[config.mk]
export PLATFORM = sky130hd
export DESIGN_NAME = cics_ctrl
export DESIGN_NICKNAME = d
export VERILOG_FILES = /design/src/sv/cics_pkg.sv /design/src/sv/cics_ctrl.sv
export SDC_FILE = /design/constraint.sdc
export NUM_CORES = 1
export LEC_CHECK = 0
export ABC_AREA = 0
export BUFFER_PORTS_ARGS = -buffer_cell sky130_fd_sc_hd__buf_2
export CAP_MARGIN = 20
export CORE_AREA = 4 4 41 43
export CTS_BUF_LIST = sky130_fd_sc_hd__clkbuf_16
export CTS_CLUSTER_SIZE = 25
export DETAILED_ROUTE_END_ITERATION = 8
export DIE_AREA = 0 0 45 47
export PLACE_DENSITY_LB_ADDON = 0.12
export SYNTH_ARGS = -nofsm -noshare
export SYNTH_HDL_FRONTEND = slang
export SYNTH_SLANG_ARGS = --single-unit
[constraint.sdc]
create_clock -name clk -period 3 [get_ports clk]
set_input_delay 0.6 -clock clk [delete_from_list [all_inputs] [get_ports clk]]
set_output_delay 0.6 -clock clk [all_outputs]
set_load 0.02 [all_outputs]
[src/sv/cics_pkg.sv]
// Shared types, codes and defaults for the categorical inverse-CDF sampler.
`default_nettype none
package cics_pkg;

	localparam int unsigned DEF_MAX_VARS   = 16;
	localparam int unsigned DEF_MAX_GROUPS = 64;
	localparam int unsigned DEF_MAX_LEVELS = 32;

	localparam int unsigned OPCODE_W   = 2;
	localparam int unsigned VARIABLE_W = 4;
	localparam int unsigned GROUP_W    = 6;
	localparam int unsigned LEVEL_W    = 5;
	localparam int unsigned WEIGHT_W   = 16;
	localparam int unsigned COUNT_W    = 6;
	localparam int unsigned RANDOM_W   = 16;
	localparam int unsigned CATEGORY_W = 6;
	localparam int unsigned CUM_W      = 21;
	localparam int unsigned PROD_W     = RANDOM_W + CUM_W;

	typedef enum logic [OPCODE_W-1:0] {
		OP_LOAD   = 2'd0,
		OP_SET    = 2'd1,
		OP_SAMPLE = 2'd2
	} opcode_t;

	typedef enum logic [3:0] {
		ST_IDLE,
		ST_DISPATCH,
		ST_LD_RD,
		ST_LD_WR,
		ST_SET,
		ST_CNT_RD,
		ST_TOT_RD,
		ST_MUL,
		ST_SCAN,
		ST_DONE
	} state_t;

	typedef struct packed {
		logic idle;
		logic lvl_rd;
		logic lvl_wr;
		logic cnt_wr;
		logic cnt_rd;
		logic tot_rd;
		logic mul;
		logic scan_step;
		logic out_load;
	} cmd_t;

	typedef struct packed {
		opcode_t op;
		logic    load_ok;
		logic    var_ok;
		logic    sample_ok;
		logic    scan_more;
		logic    out_free;
	} status_t;

endpackage
`default_nettype wire

[src/sv/cics_ctrl.sv]
// Controller state machine: sequences load, set-levels and sample ops.
`default_nettype none
module cics_ctrl (
	input  wire logic             clk,
	input  wire logic             arst_n,
	input  wire logic             in_valid,
	input  wire cics_pkg::status_t sts,
	output cics_pkg::cmd_t        cmd
);
	import cics_pkg::*;

	state_t state_q;
	state_t state_d;

	always_ff @(posedge clk or negedge arst_n) begin
		if (!arst_n) begin
			state_q <= ST_IDLE;
		end else begin
			state_q <= state_d;
		end
	end

	always_comb begin
		state_d = state_q;
		unique case (state_q)
			ST_IDLE: begin
				if (in_valid) begin
					state_d = ST_DISPATCH;
				end
			end
			ST_DISPATCH: begin
				unique case (sts.op)
					OP_LOAD:   state_d = sts.load_ok ? ST_LD_RD : ST_IDLE;
					OP_SET:    state_d = sts.var_ok ? ST_SET : ST_IDLE;
					OP_SAMPLE: state_d = sts.sample_ok ? ST_CNT_RD : ST_IDLE;
					default:   state_d = ST_IDLE;
				endcase
			end
			ST_LD_RD:  state_d = ST_LD_WR;
			ST_LD_WR:  state_d = ST_IDLE;
			ST_SET:    state_d = ST_IDLE;
			ST_CNT_RD: state_d = ST_TOT_RD;
			ST_TOT_RD: state_d = ST_MUL;
			ST_MUL:    state_d = ST_SCAN;
			ST_SCAN: begin
				if (!sts.scan_more) begin
					state_d = ST_DONE;
				end
			end
			ST_DONE: begin
				if (sts.out_free) begin
					state_d = ST_IDLE;
				end
			end
			default: state_d = ST_IDLE;
		endcase
	end

	always_comb begin
		cmd = '0;
		unique case (state_q)
			ST_IDLE:     cmd.idle = 1'b1;
			ST_DISPATCH: cmd = '0;
			ST_LD_RD:    cmd.lvl_rd = 1'b1;
			ST_LD_WR:    cmd.lvl_wr = 1'b1;
			ST_SET:      cmd.cnt_wr = 1'b1;
			ST_CNT_RD:   cmd.cnt_rd = 1'b1;
			ST_TOT_RD:   cmd.tot_rd = 1'b1;
			ST_MUL:      cmd.mul = 1'b1;
			ST_SCAN:     cmd.scan_step = sts.scan_more;
			ST_DONE:     cmd.out_load = sts.out_free;
			default:     cmd = '0;
		endcase
	end

endmodule
`default_nettype wire

Yosys cells after proc, flatten, opt, wreduce, memory -nomap -nowiden

Cells that the tools add are included.

Register bits: 4
Bits in latches: 0
Memory bits (writable): 0
Bits in read-only memories: 0
Bits of input ports: 10
Output and inout port bits: 9
Word-level logic and storage cells: 35
Memories kept: 0

Add/subtract/negate cells: 0
Multiply operators: 0
Div/mod/pow operators: 0
$lt $le $gt $ge: 0
Eq/ne operators: 14
Shift operators: 0
Mux-type cells: 17
Bitwise operators: 0
Reductions and logical operators: 3

Operators with widths:

| cell                                                                   | number |
|---|---|
| 4-bit case mux with 8 select lines                                     | 1 |
| 4-bit by 3-bit equality test with 1-bit output (second input constant) | 4 |
| 4-bit two-way mux                                                      | 3 |
| 1-bit two-way mux                                                      | 9 |
| 3-bit case mux with 3 select lines                                     | 1 |
| 4-bit by 2-bit equality test with 1-bit output (second input constant) | 2 |
| 4-bit equality test (second input constant)                            | 2 |
| 3-bit two-way mux                                                      | 2 |
| 2-bit inequality test (second input constant)                          | 3 |
| 4-bit by 1-bit equality test with 1-bit output (second input constant) | 1 |
| 4-bit logical NOT                                                      | 1 |
| 3-bit AND reduction                                                    | 1 |
| 2-bit by 1-bit equality test with 1-bit output (second input constant) | 1 |
| 2-bit equality test (second input constant)                            | 1 |
| 2-bit logical NOT                                                      | 1 |
| 2-bit two-way mux                                                      | 1 |

Longest topological paths before layout

Gate-level depths: netlist of run 1.

Depth in word-level cells: 3
Depth in mapped cells: 4
Gate-level depth less buffers: 3

Least setup slack after synthesis of run 1

No wires, ideal clock.

Kind: flip-flop to output port
Start: register state_q[1]
End: output cmd[8] (netlist name)
Data arrival time: 1.211 ns
Required time: 2.400 ns
Path slack: 1.189 ns
Cell stages (with the launch flop): 3
Path buffers: 0
Cell sequence: dfrtp_1 > or2_2 > nor3_1

RTL lines:

| element                | line            | RTL |
|---|---|---|
| from (decl)            | cics_ctrl.sv:12 | `state_t state_q;` |
| from (signal assigned) | cics_ctrl.sv:19 | `state_q <= state_d;` |
| to (decl)              | cics_ctrl.sv:8  | `output cics_pkg::cmd_t cmd` |

==> results of run 1 <==
[final cells by class]
cell class | count | area, sq um
clock buffers | 3 | 75.07
well taps | 15 | 18.77
multi-input cells | 35 | 217.7
flip-flops and latches | 4 | 100.1
inverters | 4 | 15.01
fillers | 144 | 784.5
repair buffers | 18 | 90.09
[cells in the final DEF, fill, tap and decap left out]
cell,synthesis,final
sky130_fd_sc_hd__inv_1,4,4
sky130_fd_sc_hd__and2_2,1,1
sky130_fd_sc_hd__nor3b_1,1,1
sky130_fd_sc_hd__buf_2,0,18
sky130_fd_sc_hd__o22ai_1,1,1
sky130_fd_sc_hd__a32oi_1,2,2
sky130_fd_sc_hd__and3b_1,1,1
sky130_fd_sc_hd__nand3_1,2,2
sky130_fd_sc_hd__o32ai_1,1,1
sky130_fd_sc_hd__nand2b_1,2,2
sky130_fd_sc_hd__o221ai_1,1,1
sky130_fd_sc_hd__a311oi_1,1,1
sky130_fd_sc_hd__clkbuf_16,0,3
sky130_fd_sc_hd__o21ai_0,1,1
sky130_fd_sc_hd__nor4b_1,1,1
sky130_fd_sc_hd__and2b_2,3,3
sky130_fd_sc_hd__nor2b_1,1,1
sky130_fd_sc_hd__nor3_1,3,3
sky130_fd_sc_hd__and3_1,1,1
sky130_fd_sc_hd__nor2_1,5,5
sky130_fd_sc_hd__or2_2,1,1
sky130_fd_sc_hd__a21oi_1,1,1
sky130_fd_sc_hd__nand2_1,4,4
sky130_fd_sc_hd__a211o_1,1,1
sky130_fd_sc_hd__dfrtp_1,4,4
[where the power goes]
part,total (mW),leakage (nW),internal (mW),switching [mW]
sequential,0.120,0.0530,0.0738,0.0460
clock,0.207,0.0370,0.170,0.0368
combinational,0.201,0.179,0.0872,0.114
[how the worst max path moves through the flow]
stage,endpoint,slack (ps),cells after the start
floorplan,cmd[8],1190,2
global placement,cmd[1],1210,3
detailed placement,cmd[1],1210,3
CTS,cmd[1],970,3
global route,cmd[1],870,3
finish,cmd[1],980,3
[synthesized netlist by cell type, drive strengths merged (2+ instances only)]
library cell	n	area, sq um
buf	2	22.52
nand3	2	10.01
dfrtp	4	100.1
nand2	4	15.01
nor3	3	15.01
inv	4	15.01
nand2b	2	12.51
nor2	5	18.77
a32oi	2	17.52
and2b	3	26.28
[metal layers]
metal / wire length (um) / vias up / track usage
li1: - / 200 / -
met4: 9 / 0 / 0.1053
met2: 396 / 17 / 0.1299
met5: 0 / - / 0
met3: 74 / 2 / 0.03065
met1: 468 / 163 / 0.1510
[through the flow]
step                cell area [sq um]  hold WS, ps
global route                    516.7        177.7
global placement                441.7        406.8
finish                          516.7        170.2
detailed placement              441.7        404.7
CTS                             516.7        169.9
floorplan                       355.3        304.4
[critical path: stages (launching register included)]
cell and delay [ps]:
sky130_fd_sc_hd__dfrtp_1 510, sky130_fd_sc_hd__nor4b_1 340, sky130_fd_sc_hd__and2_2 190, sky130_fd_sc_hd__buf_2 150
[cells by family after synthesis]
| logic type | Yosys count |
|---|---|
| flip-flops | 4 |
| AO/OA/AOI/OAI | 9 |
| buffers and inverters | 6 |
| AND/OR/NAND/NOR | 26 |
==> impl_results.html, run 1 <==
<table>
<tr><th>Metric</th><th>Value</th></tr>
<tr><th colspan="2">Floorplanning</th></tr>
<tr><td>Die area</td><td>0.002115 sq mm</td></tr>
<tr><td>Cell Rows</td><td>13</td></tr>
<tr><td>Initial cell density of the core</td><td>0.2731</td></tr>
<tr><td>Die outline width</td><td>45 um</td></tr>
<tr><td>I/O pin count</td><td>19</td></tr>
<tr><td>Floorplan core area</td><td>0.001301 sq mm</td></tr>
<tr><td>Die extent in y</td><td>47 um</td></tr>
<tr><th colspan="2">Global route</th></tr>
<tr><td>GRT overflow</td><td>0</td></tr>
<tr><td>Pin count of the biggest net entering global routing</td><td>13</td></tr>
<tr><td>Total global-route track usage</td><td>0.1093</td></tr>
<tr><td>Number of antenna violations at the first check in global routing</td><td>0</td></tr>
<tr><td>Vias in the first global route</td><td>374</td></tr>
<tr><td>Global-route wire length before repair</td><td>1.614 mm</td></tr>
<tr><th colspan="2">STA</th></tr>
<tr><td>Normalized max-slew margin</td><td>0.7739</td></tr>
<tr><td>Max Slew Vio Count</td><td>0</td></tr>
<tr><td>Worst setup margin</td><td>983.9 ps</td></tr>
<tr><td>Slew of the pin with the lowest slew margin</td><td>334.4 ps</td></tr>
<tr><td>Setup violation total in the final timing report</td><td>0</td></tr>
<tr><td>Part of the cycle the worst path needs</td><td>0.6720</td></tr>
<tr><td>Max Clock Freq</td><td>496.0 MHz</td></tr>
<tr><td>Setup TNS</td><td>0 ps</td></tr>
<tr><td>Final hold violations</td><td>0</td></tr>
<tr><td>Worst setup skew after layout</td><td>3.817 ps</td></tr>
<tr><td>Setup repair after global routing missed its margin</td><td>false</td></tr>
<tr><td>Shortest clock period the worst path allows after layout</td><td>2016 ps</td></tr>
<tr><th colspan="2">Worst setup path</th></tr>
<tr><td>Worst R2R Start</td><td>state_q[2]</td></tr>
<tr><td>Maximum net fanout on the critical path</td><td>10</td></tr>
<tr><td>Critical path class</td><td>reg2out</td></tr>
<tr><td>Critical Path Source</td><td>state_q[3]</td></tr>
<tr><td>Type of destination of the critical path</td><td>primary output</td></tr>
<tr><td>Arrival time at the worst endpoint</td><td>1420 ps</td></tr>
<tr><td>Register-to-register setup slack</td><td>1790 ps</td></tr>
<tr><td>Reg2Reg Depth</td><td>3</td></tr>
<tr><td>Setup crit start kind</td><td>flop</td></tr>
<tr><td>Required time of the worst setup path</td><td>2400 ps</td></tr>
<tr><td>Reg-to-Reg End</td><td>state_q[0]</td></tr>
<tr><th colspan="2">Logic synthesis</th></tr>
<tr><td>Count of synthesis-stage warnings from yosys</td><td>0</td></tr>
<tr><td>Post-synth EDFFs</td><td>0</td></tr>
<tr><td>Count of different cell masters after synthesis</td><td>24</td></tr>
<tr><td>Fraction of synthesized area in multiplexers</td><td>0</td></tr>
<tr><td>Fraction of the mapped netlist area in adder cells</td><td>0</td></tr>
<tr><td>Dominant combinational cell family by area after synthesis</td><td>simple AND/OR/NAND/NOR gates</td></tr>
<tr><td>Predominant post-synthesis flop cell</td><td>sky130_fd_sc_hd__dfrtp_1</td></tr>
<tr><td>Share of synthesized area occupied by flip-flops and latches</td><td>0.2817</td></tr>
<tr><td>Cells after Synth</td><td>45</td></tr>
<tr><td>Mean cell area of the mapped netlist</td><td>7.896 sq um</td></tr>
<tr><td>Xor/xnor share of the synthesized area</td><td>0</td></tr>
<tr><td>Share of flip-flops with an asynchronous set or reset after synthesis</td><td>1.000</td></tr>
<tr><td>FF+latch count, synth</td><td>4</td></tr>
<tr><td>Post-synthesis instance area</td><td>355.3 sq um</td></tr>
<tr><td>Post-Synthesis Net Count</td><td>55</td></tr>
<tr><td>Area fraction in and, or, nand and nor cells after synthesis</td><td>0.4190</td></tr>
<tr><td>Fraction of the mapped netlist area in compound gates</td><td>0.1937</td></tr>
<tr><th colspan="2">Routing</th></tr>
<tr><td>Via count</td><td>382</td></tr>
<tr><td>Remaining antenna violation count after routing</td><td>0</td></tr>
<tr><td>Detailed-route wire length</td><td>949 um</td></tr>
<tr><td>Wire length per cell</td><td>12.01 um</td></tr>
<tr><td>1st-pass router iterations</td><td>2</td></tr>
<tr><td>DRC Markers</td><td>0</td></tr>
<tr><td>DR vias/cell</td><td>4.835</td></tr>
<tr><td>Number of design-rule violations left by the first detailed-router iteration</td><td>7</td></tr>
<tr><th colspan="2">Layout</th></tr>
<tr><td>Final cell utilization of the core</td><td>0.3971</td></tr>
<tr><td>Share of layout cells above drive strength 1</td><td>0.4063</td></tr>
<tr><td>Number of flip-flops in the largest register</td><td>4</td></tr>
<tr><td>Largest register by flop count</td><td>state_q</td></tr>
<tr><td>Diode count</td><td>0</td></tr>
<tr><td>Layout-stage area growth over the synthesis result</td><td>45.42%</td></tr>
<tr><td>Count of non-filler cells in the finished layout</td><td>79</td></tr>
<tr><td>Net total in the final layout</td><td>76</td></tr>
<tr><td>Largest registers in the final layout</td><td>state_q x4</td></tr>
<tr><th colspan="2">Clock tree</th></tr>
<tr><td>PostCTS Resize Cnt</td><td>0</td></tr>
<tr><td>Total setup buffers inserted after CTS</td><td>0</td></tr>
<tr><td>Clock tree from TritonCTS</td><td>built</td></tr>
<tr><td>Number of H-tree levels</td><td>1</td></tr>
<tr><td>Number of hold buffers added after cts</td><td>0</td></tr>
<tr><td>Max Root-Sink Buffers</td><td>2</td></tr>
<tr><td>Cell chosen for the clock root</td><td>sky130_fd_sc_hd__clkbuf_16</td></tr>
<tr><td>Clock-pin slew on the worst setup and hold paths</td><td>30 ps</td></tr>
<tr><td>Clock latency on the worst-skew pair</td><td>230 ps</td></tr>
<tr><td>Inserted Clock Buffers</td><td>3</td></tr>
<tr><td>Clock sinks</td><td>4</td></tr>
<tr><th colspan="2">Pwr</th></tr>
<tr><td>Total chip power</td><td>527.9 uW</td></tr>
<tr><td>PD cells</td><td>1022 mW/mm^2</td></tr>
<tr><td>Max IR drop VDD</td><td>333.4 uV</td></tr>
<tr><td>Leakage power</td><td>0.2687 nW</td></tr>
<tr><th colspan="2">Placed design</th></tr>
<tr><td>GP Congestion</td><td>0.7029</td></tr>
<tr><td>Pre-CTS setup slack</td><td>1211 ps</td></tr>
<tr><td>DP Wirelength</td><td>699.4 um</td></tr>
<tr><td>Placed cells</td><td>76</td></tr>
<tr><td>Number of port buffers</td><td>18</td></tr>
<tr><th colspan="2">Worst hold path</th></tr>
<tr><td>Class of the tightest hold or removal check</td><td>in2async</td></tr>
<tr><th colspan="2">Run</th></tr>
<tr><td>Maximum Capacitance Violations</td><td>0</td></tr>
<tr><th colspan="2">Run status</th></tr>
<tr><td>Outcome</td><td>complete, no violations</td></tr>
</table>
(Power assumes the default switching activity.)
==> inputs of run 2 (changes only) <==
--- a/config.mk
+++ b/config.mk
@@ -5,7 +5,7 @@
 export SDC_FILE = /design/constraint.sdc
 export NUM_CORES = 1
 export LEC_CHECK = 0
-export ABC_AREA = 0
+export ABC_AREA = 1
 export BUFFER_PORTS_ARGS = -buffer_cell sky130_fd_sc_hd__buf_2
 export CAP_MARGIN = 20
 export CORE_AREA = 4 4 41 43
==> constraint.sdc (replaced) <==
create_clock -name clk -period 1.89 [get_ports clk]
set_input_delay 0.378 -clock clk [delete_from_list [all_inputs] [get_ports clk]]
set_output_delay 0.378 -clock clk [all_outputs]
set_load 0.02 [all_outputs]
==> run 2 against run 1 <==
Clock power rose by 56%. Die area did not move. Sequential share of layout area fell by 1.7 points. Critical path type unchanged.
==> impl_results.html, run 2 <==
<table>
<tr><th>Metric</th><th>Value</th></tr>
<tr><th colspan="2">Run status</th></tr>
<tr><td>Outcome</td><td>complete, no violations</td></tr>
<tr><th colspan="2">Logic synthesis</th></tr>
<tr><td>FF+latch count, synth</td><td>4 (unchanged)</td></tr>
<tr><td>Dominant cells by area after synthesis</td><td>sky130_fd_sc_hd__dfrtp_1 (27%), sky130_fd_sc_hd__nor2_2 (15%), sky130_fd_sc_hd__nand2_1 (14%)</td></tr>
<tr><td>Predominant post-synthesis flop cell</td><td>sky130_fd_sc_hd__dfrtp_1</td></tr>
<tr><td>Most frequent cells after synthesis</td><td>sky130_fd_sc_hd__nand2_1 (14), sky130_fd_sc_hd__inv_1 (11), sky130_fd_sc_hd__nor2_2 (9), sky130_fd_sc_hd__nor2_1 (7), sky130_fd_sc_hd__inv_2 (5)</td></tr>
<tr><td>Share of synthesized area occupied by flip-flops and latches</td><td>0.2694 (-0.01233)</td></tr>
<tr><td>Post-Synthesis Net Count</td><td>72 (+31%)</td></tr>
<tr><td>Post-synth EDFFs</td><td>0 (unchanged)</td></tr>
<tr><td>Yosys top cell area share</td><td>0.2694 (-0.01233)</td></tr>
<tr><td>Count of different cell masters after synthesis</td><td>13 (-46%)</td></tr>
<tr><td>Share of flip-flops with an asynchronous set or reset after synthesis</td><td>1.000 (unchanged)</td></tr>
<tr><td>Mean cell area of the mapped netlist</td><td>5.994 sq um (-24%)</td></tr>
<tr><td>Count of synthesis-stage warnings from yosys</td><td>0 (unchanged)</td></tr>
<tr><td>Biggest area consumer among synthesized cells</td><td>sky130_fd_sc_hd__dfrtp_1</td></tr>
<tr><td>Cells after Synth</td><td>62 (+38%)</td></tr>
<tr><td>Most common cell in the synthesized netlist</td><td>sky130_fd_sc_hd__nand2_1</td></tr>
<tr><td>Post-synthesis instance area</td><td>371.6 sq um (+4.6%)</td></tr>
<tr><th colspan="2">Layout</th></tr>
<tr><td>Largest register by flop count</td><td>state_q</td></tr>
<tr><td>Most common cell after layout, fill and taps aside</td><td>sky130_fd_sc_hd__buf_2</td></tr>
<tr><td>Share of layout cells above drive strength 1</td><td>0.4643 (+0.05804)</td></tr>
<tr><td>Number of flip-flops in the largest register</td><td>4 (unchanged)</td></tr>
<tr><td>Diode count</td><td>0 (unchanged)</td></tr>
<tr><td>Net total in the final layout</td><td>96 (+26%)</td></tr>
<tr><td>Largest registers in the final layout</td><td>state_q x4</td></tr>
<tr><td>Post-route cell area</td><td>565.5 sq um (+9.4%)</td></tr>
<tr><td>Most used cells in the layout excluding fill and tap cells</td><td>sky130_fd_sc_hd__buf_2 (18), sky130_fd_sc_hd__nand2_1 (14), sky130_fd_sc_hd__inv_1 (11), sky130_fd_sc_hd__nor2_2 (9), sky130_fd_sc_hd__nor2_1 (7)</td></tr>
<tr><td>Final-layout fill cell count</td><td>143 (-0.69%)</td></tr>
<tr><td>Layout-stage area growth over the synthesis result</td><td>52.19%</td></tr>
<tr><th colspan="2">Floorplanning</th></tr>
<tr><td>I/O pin count</td><td>19 (unchanged)</td></tr>
<tr><td>Die extent in y</td><td>47 um (unchanged)</td></tr>
<tr><td>Die area</td><td>0.002115 sq mm (unchanged)</td></tr>
<tr><td>Cell Rows</td><td>13 (unchanged)</td></tr>
<tr><td>Floorplan core area</td><td>0.001301 sq mm (unchanged)</td></tr>
<tr><td>Initial cell density of the core</td><td>0.2856 (+0.01250)</td></tr>
<tr><td>Die outline width</td><td>45 um (unchanged)</td></tr>
<tr><th colspan="2">Clock tree</th></tr>
<tr><td>Inserted Clock Buffers</td><td>3 (unchanged)</td></tr>
<tr><td>Clock tree from TritonCTS</td><td>built</td></tr>
<tr><td>Total setup buffers inserted after CTS</td><td>0 (unchanged)</td></tr>
<tr><td>PostCTS Resize Cnt</td><td>0 (unchanged)</td></tr>
<tr><td>Number of hold buffers added after cts</td><td>1 (+1)</td></tr>
<tr><td>Cell chosen for the clock root</td><td>sky130_fd_sc_hd__clkbuf_16</td></tr>
<tr><td>Clock-pin slew on the worst setup and hold paths</td><td>30 ps (about the same)</td></tr>
<tr><td>Clock latency on the worst-skew pair</td><td>220 ps (about the same)</td></tr>
<tr><td>Clock sinks</td><td>4 (unchanged)</td></tr>
<tr><td>Max Root-Sink Buffers</td><td>2 (unchanged)</td></tr>
<tr><td>Number of H-tree levels</td><td>1 (unchanged)</td></tr>
<tr><th colspan="2">Placed design</th></tr>
<tr><td>GP Congestion</td><td>0.7322 (+4.2%)</td></tr>
<tr><td>Total placed instance area</td><td>480.5 sq um (+8.8%)</td></tr>
<tr><td>DP Wirelength</td><td>737.1 um (+5.4%)</td></tr>
<tr><td>Number of port buffers</td><td>18 (unchanged)</td></tr>
<tr><th colspan="2">Global route</th></tr>
<tr><td>Number of antenna violations at the first check in global routing</td><td>0 (unchanged)</td></tr>
<tr><td>Pin count of the biggest net entering global routing</td><td>7 (-6)</td></tr>
<tr><td>GRT overflow</td><td>0 (unchanged)</td></tr>
<tr><td>Global-route wire length before repair</td><td>1.428 mm (-12%)</td></tr>
<tr><td>Vias in the first global route</td><td>366 (-2.1%)</td></tr>
<tr><td>Total global-route track usage</td><td>0.09286 (-0.01641)</td></tr>
<tr><th colspan="2">Routing</th></tr>
<tr><td>Wire length per cell</td><td>8.222 um (-32%)</td></tr>
<tr><td>Number of design-rule violations left by the first detailed-router iteration</td><td>3 (-4)</td></tr>
<tr><td>Detailed-route wire length</td><td>814 um (-14%)</td></tr>
<tr><td>Via count</td><td>405 (+6.0%)</td></tr>
<tr><td>Remaining antenna violation count after routing</td><td>0 (unchanged)</td></tr>
<tr><td>1st-pass router iterations</td><td>3 (+1)</td></tr>
<tr><td>DR vias/cell</td><td>4.091 (-15%)</td></tr>
<tr><td>DRC Markers</td><td>0 (unchanged)</td></tr>
<tr><th colspan="2">Pwr</th></tr>
<tr><td>Total chip power</td><td>883.2 uW (+67%)</td></tr>
<tr><td>Max IR drop VDD</td><td>715.1 uV (+110%)</td></tr>
<tr><td>PD cells</td><td>1562 mW/mm^2 (+53%)</td></tr>
<tr><td>Leakage power</td><td>0.3590 nW (+34%)</td></tr>
<tr><th colspan="2">Worst setup path</th></tr>
<tr><td>Register-to-register setup slack</td><td>840 ps (-950 ps)</td></tr>
<tr><td>Arrival time at the worst endpoint</td><td>1210 ps (-210 ps)</td></tr>
<tr><td>Dominant cell type by count on the critical path</td><td>sky130_fd_sc_hd__nand2_1</td></tr>
<tr><td>Critical path class</td><td>reg2out</td></tr>
<tr><td>Setup crit start kind</td><td>flop</td></tr>
<tr><td>Largest stage delay, worst path</td><td>430 ps (-80 ps)</td></tr>
<tr><td>Required time of the worst setup path</td><td>1510 ps (-890 ps)</td></tr>
<tr><td>Type of destination of the critical path</td><td>primary output</td></tr>
<tr><td>Maximum net fanout on the critical path</td><td>5 (-5)</td></tr>
<tr><td>CP top delay family</td><td>flip-flops</td></tr>
<tr><td>Master of the slowest instance on the critical path</td><td>sky130_fd_sc_hd__dfrtp_1</td></tr>
<tr><td>Sequence of cells on the critical path</td><td>inv_2 &gt; nand2_1 &gt; nor2_2 &gt; nand2_1 &gt; inv_1 &gt; buf_2</td></tr>
<tr><td>Number of buffers and inverters on the critical path</td><td>3 (+2)</td></tr>
<tr><th colspan="2">STA</th></tr>
<tr><td>Worst setup skew after layout</td><td>1.485 ps (-2.332 ps)</td></tr>
<tr><td>Final hold violations</td><td>0 (unchanged)</td></tr>
<tr><td>Slew of the pin with the lowest slew margin</td><td>202.9 ps (-131.5 ps)</td></tr>
<tr><td>Shortest clock period the worst path allows after layout</td><td>1590 ps</td></tr>
<tr><td>Normalized max-slew margin</td><td>0.8646 (+0.09069)</td></tr>
<tr><td>Setup violation total in the final timing report</td><td>0 (unchanged)</td></tr>
<tr><td>Setup repair after global routing missed its margin</td><td>false</td></tr>
<tr><td>Max Clock Freq</td><td>629.1 MHz</td></tr>
<tr><td>Part of the cycle the worst path needs</td><td>0.8411</td></tr>
<tr><td>Setup TNS</td><td>0 ps (unchanged)</td></tr>
<tr><td>Max Slew Vio Count</td><td>0 (unchanged)</td></tr>
<tr><th colspan="2">Worst hold path</th></tr>
<tr><td>Class of the tightest hold or removal check</td><td>in2reg</td></tr>
<tr><th colspan="2">Run</th></tr>
<tr><td>Maximum Capacitance Violations</td><td>0 (unchanged)</td></tr>
</table>
-- run 2: changes by cell type after synthesis, sizes merged, moves of 2 or more --
cell / delta
nand2: +12
and2b: -3
nand4: +2
inv: +12
nor2: +11
a32oi: -2
buf: -2
nand3: +2
nand2b: -2
nor3: -3
-- run 2: where the power goes --
part | internal, mW | total, mW | leakage, nW | switching, mW
Combinational | 0.137 | 0.403 | 0.269 | 0.266
Sequential | 0.118 | 0.158 | 0.0528 | 0.0409
Clock | 0.270 | 0.322 | 0.0370 | 0.0521
Total | 0.524 | 0.883 | 0.359 | 0.359
-- run 2: final cells by class --
| cell class | count | area [sq um] | share of cell area |
|---|---|---|---|
| Tap cell | 15 | 18.77 | 0.03319 |
| Inverter | 17 | 63.81 | 0.1128 |
| Sequential cell | 4 | 100.1 | 0.1770 |
| Clock buffer | 3 | 75.07 | 0.1327 |
| Timing Repair Buffer | 19 | 100.1 | 0.1770 |
| Multi-Input combinational cell | 41 | 207.7 | 0.3673 |
-- run 2: final timing paths --
check,startpoint,to,depth (start not counted)
max in group asynchronous,arst_n,state_q[1],2
min in group asynchronous,arst_n,state_q[0],2
max,state_q[0],cmd[1],6
min,sts[4],state_q[1],3
min reg2reg,state_q[2],state_q[1],3
max reg2reg,state_q[0],state_q[0],6
-- run 2: tightest hold or removal path, cell delays in order --
cell and delay [ps]:
sky130_fd_sc_hd__buf_2 80, sky130_fd_sc_hd__nand4_1 80, sky130_fd_sc_hd__nand3_1 80
-- run 2: per-stage QoR --
stage / hold slack, ps / cells / setup slack [ps] / util
finish: 434.4 / 99 / 300.4 / 0.4346
global route: 466.0 / 99 / 188.9 / 0.4346
CTS: 441.9 / 99 / 286.2 / 0.4346
detailed placement: 186.2 / 95 / 522.2 / 0.3692
global placement: 187.2 / 95 / 510.4 / 0.3692
floorplan: 82.41 / 62 / 579.5 / -
-- run 2: layer usage --
metal  wire [um]  global-route usage
met5           0                   0
met4           0             0.05263
met3          52             0.01149
met2         360              0.1299
met1         400              0.1359
-- run 2: logic make-up after synthesis --
logic type             share of synthesized area
AND/OR/NAND/NOR                           0.5051
AO/OA/AOI/OAI                            0.05387
buffers and inverters                     0.1717
flip-flops                                0.2694
